--- config.mk ---
export PLATFORM = sky130hd
export DESIGN_NAME = heat_diffusion_stencil_1d_top
export DESIGN_NICKNAME = d
export VERILOG_FILES = /design/src/design/hds_pkg.sv /design/src/design/heat_diffusion_stencil_1d_top.sv /design/src/design/hds_mul.sv
export VERILOG_INCLUDE_DIRS = /design/src /design/src/design
export SDC_FILE = /design/constraint.sdc
export NUM_CORES = 2
export LEC_CHECK = 0
export BUFFER_PORTS_ARGS = -buffer_cell sky130_fd_sc_hd__buf_2
export CORE_ASPECT_RATIO = 1.5
export CORE_MARGIN = 2
export CORE_UTILIZATION = 60
export CTS_CLUSTER_SIZE = 8
export DETAILED_ROUTE_END_ITERATION = 8
export MAX_ROUTING_LAYER = met4
export PLACE_DENSITY_LB_ADDON = 0.12
export RECOVER_POWER = 25
export SETUP_SLACK_MARGIN = 0.02
export SLEW_MARGIN = 20
export SYNTH_ARGS = -nofsm -noshare
export SYNTH_HDL_FRONTEND = slang
export SYNTH_SLANG_ARGS = --single-unit
--- constraint.sdc ---
create_clock -name aclk -period 11.81 [get_ports aclk]
set_input_delay 1.7715 -clock aclk [delete_from_list [all_inputs] [get_ports aclk]]
set_output_delay 1.7715 -clock aclk [all_outputs]
set_load 0.1 [all_outputs]
--- src/design/assert_macros.svh ---
// assertion macros shared by the heat diffusion stencil rtl
`ifndef ASSERT_MACROS_SVH
`define ASSERT_MACROS_SVH
`ifndef NO_ASSERTIONS
// same-cycle implication
`define ASSERT_IMPLIES(label, clk, rst_n, ante, cons) \
    label: assert property (@(posedge clk) disable iff (!(rst_n)) (ante) |-> (cons)) \
        else $error("heat diffusion stencil: implication check failed");
// next-cycle implication
`define ASSERT_NEXT(label, clk, rst_n, ante, cons) \
    label: assert property (@(posedge clk) disable iff (!(rst_n)) (ante) |=> (cons)) \
        else $error("heat diffusion stencil: next-cycle check failed");
`else
`define ASSERT_IMPLIES(label, clk, rst_n, ante, cons)
`define ASSERT_NEXT(label, clk, rst_n, ante, cons)
`endif
`endif

--- src/design/hds_pkg.sv ---
// package: payload types, widths and register codes of the heat diffusion stencil
`timescale 1ns / 1ps
`default_nettype none

package hds_pkg;

    localparam int TEMP_W     = 32;
    localparam int COEF_W     = 16;
    localparam int GAIN_W     = 16;
    localparam int THRESH_W   = 31;
    localparam int CFG_DATA_W = 31;
    localparam int CFG_IDX_W  = 1;

    // shared multiplier operands: value or partial sum by coefficient or gain
    localparam int MUL_A_W = 33;
    localparam int MUL_B_W = 18;
    localparam int PROD_W  = MUL_A_W + MUL_B_W;

    localparam int ACC_W      = 52;
    localparam int FRAC_SHIFT = 24;
    localparam int HI_W       = ACC_W - FRAC_SHIFT;
    localparam int LO_PROD_W  = FRAC_SHIFT + GAIN_W;
    localparam int HI_PROD_W  = HI_W + GAIN_W;
    localparam int FRAC_W     = LO_PROD_W + 1 - FRAC_SHIFT;
    localparam int DU_W       = 46;
    localparam int NV_W       = DU_W + 1;

    localparam logic [GAIN_W-1:0]   GAIN_RESET   = 16'd745;
    localparam logic [THRESH_W-1:0] THRESH_RESET = 31'd7;
    localparam logic [LO_PROD_W:0]  ROUND_HALF   = (LO_PROD_W + 1)'(1) << (FRAC_SHIFT - 1);

    localparam logic [CFG_IDX_W-1:0] REG_STEP_GAIN       = 1'b0;
    localparam logic [CFG_IDX_W-1:0] REG_CONVERGE_THRESH = 1'b1;

    typedef struct packed {
        logic signed [TEMP_W-1:0] cell_temperature;
        logic [COEF_W-1:0]        cell_coefficient;
        logic                     last_in_sweep;
    } cell_in_t;

    typedef struct packed {
        logic signed [TEMP_W-1:0] new_temperature;
        logic [THRESH_W-1:0]      residual;
        logic                     converged;
        logic                     end_of_sweep;
    } cell_out_t;

endpackage

`default_nettype wire

--- src/design/heat_diffusion_stencil_1d_top.sv ---
// top level: one explicit 1d heat equation time step over a streamed cell array
//
//  port group   dir   transfer when          carries
//  s_*          in    s_valid && s_ready     cell_in_t: temperature, coefficient, last mark
//  m_*          out   m_valid && m_ready     cell_out_t: new temperature, residual, flags
//  cfg_*        in    cfg_wr_en              step gain (index 0), converge threshold (index 1)
//
//  an interior cell keeps s_ready low after its transfer until the sequencer returns to idle:
//  the 33x18 multiplier is used five times (three stencil products, two gain partial
//  products) behind a small sequencer, plus accumulate, combine and result load
//  the first cell of a sweep is only stored, the second emits a boundary result, the final cell one more
//  reset is synchronous, active low, and clears the window and the sweep state
//  a result waits in the output register while the next cell is taken in; the
//  sequencer stalls only when a new result is ready and the register is still full
`timescale 1ns / 1ps
`default_nettype none
`include "assert_macros.svh"

module heat_diffusion_stencil_1d_top (
    input  wire logic                                aclk,
    input  wire logic                                aresetn,
    input  wire logic                                s_valid,
    output logic                                     s_ready,
    input  wire hds_pkg::cell_in_t                   s_data,
    output logic                                     m_valid,
    input  wire logic                                m_ready,
    output hds_pkg::cell_out_t                       m_data,
    input  wire logic                                cfg_wr_en,
    input  wire logic [hds_pkg::CFG_IDX_W-1:0]       cfg_index,
    input  wire logic [hds_pkg::CFG_DATA_W-1:0]      cfg_wdata
);

    typedef enum logic [9:0] {
        ST_IDLE  = 10'b0000000001,
        ST_MUL0  = 10'b0000000010,
        ST_MUL1  = 10'b0000000100,
        ST_MUL2  = 10'b0000001000,
        ST_ACC   = 10'b0000010000,
        ST_GLO   = 10'b0000100000,
        ST_GHI   = 10'b0001000000,
        ST_DU    = 10'b0010000000,
        ST_EMIT0 = 10'b0100000000,
        ST_EMIT1 = 10'b1000000000
    } state_t;

    state_t state_reg, state_next;

    logic [hds_pkg::GAIN_W-1:0]   step_gain_reg;
    logic [hds_pkg::THRESH_W-1:0] thresh_reg;

    logic signed [hds_pkg::TEMP_W-1:0] before_reg, before_next;
    logic signed [hds_pkg::TEMP_W-1:0] held_reg, held_next;
    logic [hds_pkg::COEF_W-1:0]        held_coef_reg, held_coef_next;
    logic [1:0]                        cells_seen_reg, cells_seen_next;
    logic [hds_pkg::THRESH_W-1:0]      max_change_reg, max_change_next;

    logic signed [hds_pkg::TEMP_W-1:0] t_reg, t_next;
    logic [hds_pkg::COEF_W-1:0]        c_reg, c_next;
    logic                              last_reg, last_next;

    logic signed [hds_pkg::ACC_W-1:0]  acc_reg, acc_next;
    logic [hds_pkg::FRAC_W-1:0]        frac_reg, frac_next;
    logic signed [hds_pkg::DU_W-1:0]   du_reg, du_next;

    hds_pkg::cell_out_t out_reg, out_next;
    logic               m_valid_reg, m_valid_next;
    logic               out_load;

    logic signed [hds_pkg::MUL_A_W-1:0] mul_a;
    logic signed [hds_pkg::MUL_B_W-1:0] mul_b;
    logic signed [hds_pkg::PROD_W-1:0]  prod;

    logic                              in_xfer;
    logic                              out_free;
    logic [hds_pkg::LO_PROD_W:0]       lo_round;
    logic [hds_pkg::DU_W-1:0]          du_abs;
    logic [hds_pkg::THRESH_W-1:0]      du_mag;
    logic [hds_pkg::THRESH_W-1:0]      max_new;
    logic signed [hds_pkg::NV_W-1:0]   nv_wide;
    logic signed [hds_pkg::TEMP_W-1:0] nv;
    logic                              sweep_clear;

    assign s_ready  = (state_reg == ST_IDLE);
    assign in_xfer  = s_valid && s_ready;
    assign out_free = !m_valid_reg || m_ready;
    assign m_valid  = m_valid_reg;
    assign m_data   = out_reg;

    // window and running maximum back at the start of a sweep
    assign sweep_clear = (cells_seen_reg == 2'd0) && (max_change_reg == '0);

    hds_mul #(
        .A_W (hds_pkg::MUL_A_W),
        .B_W (hds_pkg::MUL_B_W)
    ) u_mul (
        .aclk    (aclk),
        .op_a    (mul_a),
        .op_b    (mul_b),
        .product (prod)
    );

    // operand steering for the shared multiplier
    always_comb begin
        mul_a = '0;
        mul_b = '0;
        case (state_reg)
            ST_MUL0: begin
                mul_a = hds_pkg::MUL_A_W'(before_reg);
                mul_b = $signed({2'b00, held_coef_reg});
            end
            ST_MUL1: begin
                mul_a = hds_pkg::MUL_A_W'(t_reg);
                mul_b = $signed({2'b00, c_reg});
            end
            ST_MUL2: begin
                mul_a = hds_pkg::MUL_A_W'(held_reg);
                mul_b = $signed({1'b0, 17'({1'b0, held_coef_reg}) + 17'({1'b0, c_reg})});
            end
            ST_GLO: begin
                mul_a = $signed({9'b0, acc_reg[hds_pkg::FRAC_SHIFT-1:0]});
                mul_b = $signed({2'b00, step_gain_reg});
            end
            ST_GHI: begin
                mul_a = hds_pkg::MUL_A_W'(
                            $signed(acc_reg[hds_pkg::ACC_W-1:hds_pkg::FRAC_SHIFT]));
                mul_b = $signed({2'b00, step_gain_reg});
            end
            default: begin
                mul_a = '0;
                mul_b = '0;
            end
        endcase
    end

    // rounding of the low partial product, magnitude and saturated new value
    always_comb begin
        lo_round = {1'b0, prod[hds_pkg::LO_PROD_W-1:0]} + hds_pkg::ROUND_HALF;
        du_abs   = du_reg[hds_pkg::DU_W-1] ? hds_pkg::DU_W'(-du_reg) : hds_pkg::DU_W'(du_reg);
        du_mag   = (|du_abs[hds_pkg::DU_W-1:hds_pkg::THRESH_W]) ? '1
                                                                : du_abs[hds_pkg::THRESH_W-1:0];
        max_new  = (du_mag > max_change_reg) ? du_mag : max_change_reg;
        nv_wide  = hds_pkg::NV_W'(held_reg) + hds_pkg::NV_W'(du_reg);
        if (!nv_wide[hds_pkg::NV_W-1] && (|nv_wide[hds_pkg::NV_W-2:hds_pkg::TEMP_W-1])) begin
            nv = {1'b0, {(hds_pkg::TEMP_W-1){1'b1}}};
        end else if (nv_wide[hds_pkg::NV_W-1]
                     && !(&nv_wide[hds_pkg::NV_W-2:hds_pkg::TEMP_W-1])) begin
            nv = {1'b1, {(hds_pkg::TEMP_W-1){1'b0}}};
        end else begin
            nv = nv_wide[hds_pkg::TEMP_W-1:0];
        end
    end

    // sequencer
    always_comb begin
        state_next      = state_reg;
        before_next     = before_reg;
        held_next       = held_reg;
        held_coef_next  = held_coef_reg;
        cells_seen_next = cells_seen_reg;
        max_change_next = max_change_reg;
        t_next          = t_reg;
        c_next          = c_reg;
        last_next       = last_reg;
        acc_next        = acc_reg;
        frac_next       = frac_reg;
        du_next         = du_reg;
        out_next        = out_reg;
        out_load        = 1'b0;
        m_valid_next    = m_valid_reg && !m_ready;

        case (state_reg)
            ST_IDLE: begin
                if (in_xfer) begin
                    t_next    = s_data.cell_temperature;
                    c_next    = s_data.cell_coefficient;
                    last_next = s_data.last_in_sweep;
                    case (cells_seen_reg)
                        2'd0: begin
                            max_change_next = '0;
                            if (s_data.last_in_sweep) begin
                                state_next = ST_EMIT0;
                            end else begin
                                held_next       = s_data.cell_temperature;
                                held_coef_next  = s_data.cell_coefficient;
                                cells_seen_next = 2'd1;
                            end
                        end
                        2'd1: begin
                            state_next = ST_EMIT0;
                        end
                        default: begin
                            state_next = ST_MUL0;
                        end
                    endcase
                end
            end
            ST_MUL0: begin
                state_next = ST_MUL1;
            end
            ST_MUL1: begin
                acc_next   = hds_pkg::ACC_W'(prod);
                state_next = ST_MUL2;
            end
            ST_MUL2: begin
                acc_next   = acc_reg + hds_pkg::ACC_W'(prod);
                state_next = ST_ACC;
            end
            ST_ACC: begin
                acc_next   = acc_reg - hds_pkg::ACC_W'(prod);
                state_next = ST_GLO;
            end
            ST_GLO: begin
                state_next = ST_GHI;
            end
            ST_GHI: begin
                frac_next  = lo_round[hds_pkg::LO_PROD_W:hds_pkg::FRAC_SHIFT];
                state_next = ST_DU;
            end
            ST_DU: begin
                // floor((s*gain + half) / 2^24) from the two partial products
                du_next = hds_pkg::DU_W'($signed(prod[hds_pkg::HI_PROD_W-1:0]))
                        + hds_pkg::DU_W'($signed({1'b0, frac_reg}));
                state_next = ST_EMIT0;
            end
            ST_EMIT0: begin
                if (out_free) begin
                    out_load     = 1'b1;
                    m_valid_next = 1'b1;
                    case (cells_seen_reg)
                        2'd0: begin
                            // single-cell sweep passes through as the final result
                            out_next.new_temperature = t_reg;
                            out_next.residual        = '0;
                            out_next.converged       = 1'b1;
                            out_next.end_of_sweep    = 1'b1;
                        end
                        2'd1: begin
                            out_next.new_temperature = held_reg;
                            out_next.residual        = max_change_reg;
                            out_next.converged       = 1'b0;
                            out_next.end_of_sweep    = 1'b0;
                        end
                        default: begin
                            out_next.new_temperature = nv;
                            out_next.residual        = max_new;
                            out_next.converged       = 1'b0;
                            out_next.end_of_sweep    = 1'b0;
                            max_change_next          = max_new;
                        end
                    endcase
                    if (cells_seen_reg == 2'd0) begin
                        state_next = ST_IDLE;
                    end else if (last_reg) begin
                        state_next = ST_EMIT1;
                    end else begin
                        before_next     = held_reg;
                        held_next       = t_reg;
                        held_coef_next  = c_reg;
                        cells_seen_next = 2'd2;
                        state_next      = ST_IDLE;
                    end
                end
            end
            ST_EMIT1: begin
                if (out_free) begin
                    out_load                 = 1'b1;
                    m_valid_next             = 1'b1;
                    out_next.new_temperature = t_reg;
                    out_next.residual        = max_change_reg;
                    out_next.converged       = (max_change_reg <= thresh_reg);
                    out_next.end_of_sweep    = 1'b1;
                    // sweep restarts
                    cells_seen_next          = 2'd0;
                    max_change_next          = '0;
                    before_next              = '0;
                    held_next                = '0;
                    held_coef_next           = '0;
                    state_next               = ST_IDLE;
                end
            end
            default: begin
                state_next = ST_IDLE;
            end
        endcase
    end

    always_ff @(posedge aclk) begin
        if (!aresetn) begin
            state_reg      <= ST_IDLE;
            m_valid_reg    <= 1'b0;
            step_gain_reg  <= hds_pkg::GAIN_RESET;
            thresh_reg     <= hds_pkg::THRESH_RESET;
            before_reg     <= '0;
            held_reg       <= '0;
            held_coef_reg  <= '0;
            cells_seen_reg <= 2'd0;
            max_change_reg <= '0;
        end else begin
            state_reg      <= state_next;
            m_valid_reg    <= m_valid_next;
            before_reg     <= before_next;
            held_reg       <= held_next;
            held_coef_reg  <= held_coef_next;
            cells_seen_reg <= cells_seen_next;
            max_change_reg <= max_change_next;
            if (cfg_wr_en) begin
                case (cfg_index)
                    hds_pkg::REG_STEP_GAIN: begin
                        step_gain_reg <= cfg_wdata[hds_pkg::GAIN_W-1:0];
                    end
                    hds_pkg::REG_CONVERGE_THRESH: begin
                        thresh_reg <= cfg_wdata[hds_pkg::THRESH_W-1:0];
                    end
                    default: begin
                        thresh_reg <= thresh_reg;
                    end
                endcase
            end
        end
    end

    // datapath registers
    always_ff @(posedge aclk) begin
        t_reg    <= t_next;
        c_reg    <= c_next;
        last_reg <= last_next;
        acc_reg  <= acc_next;
        frac_reg <= frac_next;
        du_reg   <= du_next;
        out_reg  <= out_next;
    end

    `ASSERT_IMPLIES(a_conv_only_at_end, aclk, aresetn, m_valid && m_data.converged, m_data.end_of_sweep)
    `ASSERT_IMPLIES(a_second_result_last, aclk, aresetn, state_reg == ST_EMIT1, last_reg)
    `ASSERT_NEXT(a_sweep_restart, aclk, aresetn, out_load && out_next.end_of_sweep, sweep_clear)

endmodule

`default_nettype wire

--- src/design/hds_mul.sv ---
// shared signed multiplier with registered product
`timescale 1ns / 1ps
`default_nettype none

module hds_mul #(
    parameter int A_W = hds_pkg::MUL_A_W,
    parameter int B_W = hds_pkg::MUL_B_W
) (
    input  wire logic                    aclk,
    input  wire logic signed [A_W-1:0]   op_a,
    input  wire logic signed [B_W-1:0]   op_b,
    output logic signed [A_W+B_W-1:0]    product
);

    logic signed [A_W+B_W-1:0] product_reg;

    always_ff @(posedge aclk) begin
        product_reg <= (A_W + B_W)'(op_a) * (A_W + B_W)'(op_b);
    end

    assign product = product_reg;

endmodule

`default_nettype wire
==> out/results.tsv <==
stage	metric	value	unit
status	status	finished with violations	
status	failing checks	capacitance limit, slew limit	
route	DRC viols	0	
floorplan	Initial Utilization	60.5	%
route	M1 WL	56100	µm
place	IO Port Bufs	152	
sta	final setup vio count	0	
floorplan	die height	346	µm
sta	Max Fclk	91.1	MHz
place	detailed placement HPWL	120000	µm
cells_and_area	nets	6278	
floorplan	CORE AREA	77400	µm²
route	Met3 Wirelength	10700	µm
route	drt total wl	153000	µm
cells_and_area	Area Growth Syn to Fin	7.72	%
place	RePlAce Congestion	1.03	
synth	register area share after synthesis	24.1	%
synth	Yosys Warn Count	0	
global_routing	global-route wire length before repair	233000	µm
cts	Root Driver	clkbuf_16	
cells_and_area	layout cells sized above 1	5.81	%
floorplan	Rows	125	
worst_setup_path	cell mode on critical path	fa_1	
cells_and_area	Layout Cells excl Fill	6419	
route	met2 wire len	75000	µm
synth	unique cell type count in the Yosys netlist	82	
global_routing	global route total overflow	0	
sta	final hold viol count	0	
power	pwr/cell area	97.2	nW/µm²
cts	Worst-Skew Late Latency	0.62	ns
power	Clock Power Share	37.5	%
route	DR pass1 iterations	6	
power	LEAKAGE	23.1	nW
cts	clock sink count	450	
global_routing	Total GRT Usage	39.5	%
power	internal power	3.22	mW
worst_hold_path	Hold Crit Class	reg -> reg	
worst_setup_path	cell family with most CP delay	compound AO/OA/AOI/OAI gates	
floorplan	Die X	232	µm
cts	clk buf depth	3	
cts	# Post-CTS Setup Buffers	0	
cells_and_area	fillers	6702	
route	max layer used	met4	
floorplan	IO Count	153	
worst_setup_path	crit-path max cell delay	0.99	ns
sta	min cycle time layout	10.97	ns
cells_and_area	most frequent cells in the layout	inv_1 (749), nand2_1 (729), fa_1 (529)	
cts	number of CTS-inserted buffers	66	
route	drt wl/cell	23.9	µm
global_routing	largest net degree at the start of global routing	98	
power	Net Sw Power	1.69	mW
route	post-DR vias/cell	6.18	
route	DR iter-0 viols	2996	
cells_and_area	Largest register FFs	65	
sta	final setup TNS	0	ns
cells_and_area	most common cell after layout, fill and taps aside	inv_1	
worst_setup_path	largest fanout on the critical path	26	
power	sequential power share	39.3	%
sta	slew of the pin with the lowest slew margin	2.90	ns
worst_setup_path	Worst Path Required	12.29	ns
sta	skew final	0.0327	ns
cts	CTS tree	done	
cts	post_cts resized	0	
worst_setup_path	CP Capture Type	flop	
worst_setup_path	Buf/Inv on CP	5	
worst_setup_path	Setup CP Type	reg -> reg	
cts	clk slew on worst S/H paths	0.06	ns
global_routing	initial antenna violation count	0	
power	total power	4.90	mW
job	MaxCap Viol Count	3	
synth	Post-Synthesis Cells	5324	
sta	RSZ-0062 raised after global routing	no	
power	Worst VDD drop	87.9	µV
global_routing	vias in the first global route	39900	
worst_setup_path	Worst Path Arrival	11.45	ns
power	sw frac	34.4	%
synth	ys flop type	edfxtp_1	
sta	Slew Limit Headroom	-93.0	%
worst_setup_path	crit path launch type	flop	
cts	CTS HTree Levels	3	
synth	Syn Area/Cell	8.80	µm²
place	Placed Instances	6296	
synth	FFs w/ async S/R, synth	0	%
cells_and_area	fin util	65.2	%
synth	Post-synth EDFFs	228	
route	DR vias	39700	
sta	Final Max Slew Viols	129	
synth	Mapped Area	46800	µm²
route	Detail Route Antenna Nets	0	
synth	syn_nets	6253	
power	Comb power frac	23.3	%
synth	#FFs+latches synth	450	
floorplan	full die area	80300	µm²
worst_setup_path	CP max-delay cell	a221oi_1	
sta	fin crit share	92.9	%
cts	Post-CTS Hold Fix Bufs	0	
## cell usage after synthesis (all sizes together) (27+ instances only)
master	instances	area [µm²]
and3	31	194
a32oi	49	429
and2	38	238
dfxtp	222	4440
ha	314	3930
a22oi	41	308
nor3	52	260
nand3	102	510
a21o	103	773
nand4	52	325
a211oi	68	510
nand2	730	2740
a21oi	292	1460
a22o	95	832
inv	751	2820
xor2	122	1070
nand2b	51	319
o21a	29	218
nor2	437	1640
buf	27	116
xnor2	148	1300
a211o	32	280
o21ai	178	891
or3	30	188
clkbuf	236	886
fa	529	10600
nor2b	32	200
edfxtp	228	6850
## cells by family after synthesis
group / share of synthesized area (%)
DFF: 24.1
and+or+nand+nor: 15.5
muxes: 0.248
xor gates and xnor gates: 5.05
buffers and inverters: 8.16
adders and majority gates: 31.0
AOI/OAI and AO/OA: 15.9
## area by class of cell
cell class	instances	area [µm²]	share of cell area [%]
multi-input cells	3860	31900	63.2
flip-flops and latches	450	11300	22.4
inverters	751	2820	5.59
clock buffers	113	1850	3.66
well taps	1016	1270	2.52
repair buffers	220	1210	2.40
clock inverters	7	116	0.231
diodes	2	5.00	0.00992
## power groups by stage
stage | combinational (mW) | sequential (mW) | clock (mW)
after floorplan | 0.672 | 2.08 | 0
after global placement | 1.12 | 1.94 | 0
after detailed placement | 1.12 | 1.95 | 0
after CTS | 1.13 | 1.92 | 1.85
after global routing | 1.23 | 1.94 | 1.91
final | 1.14 | 1.93 | 1.84
## path summary, 6_finish.rpt
kind	from	to	slack [ns]	depth (start not counted)
worst max-delay path	c_reg[0]	u_mul.product[50]	0.84	38
worst min-delay path	before_reg[2]	before_reg[2]	0.45	2
worst max register to register	c_reg[0]	u_mul.product[50]	0.84	38
worst min register to register	before_reg[2]	before_reg[2]	0.45	2
## metrics by stage
step | hold slack [ns] | setup WS, ns | area [µm²]
2_1_floorplan | 0.432 | 2.72 | 46800
3_3_place_gp | 0.438 | 0.933 | 48500
3_5_place_dp | 0.445 | 0.969 | 48500
4_1_cts | 0.450 | 0.950 | 50500
5_1_grt | 0.467 | 0.288 | 50400
6_report | 0.452 | 0.839 | 50400
## layer usage
metal | GRT usage [%] | up-vias
li1 | - | 17900
met1 | 45.7 | 19600
met2 | 65.1 | 1720
met3 | 5.02 | 473
met4 | 24.3 | 0
met5 | - | -
## worst min-delay path, cell delays in order (launching register included)
cell,delay (ns)
dfxtp_1,0.31
nand2_1,0.05
a21oi_1,0.05
(Power assumes the default switching activity.)
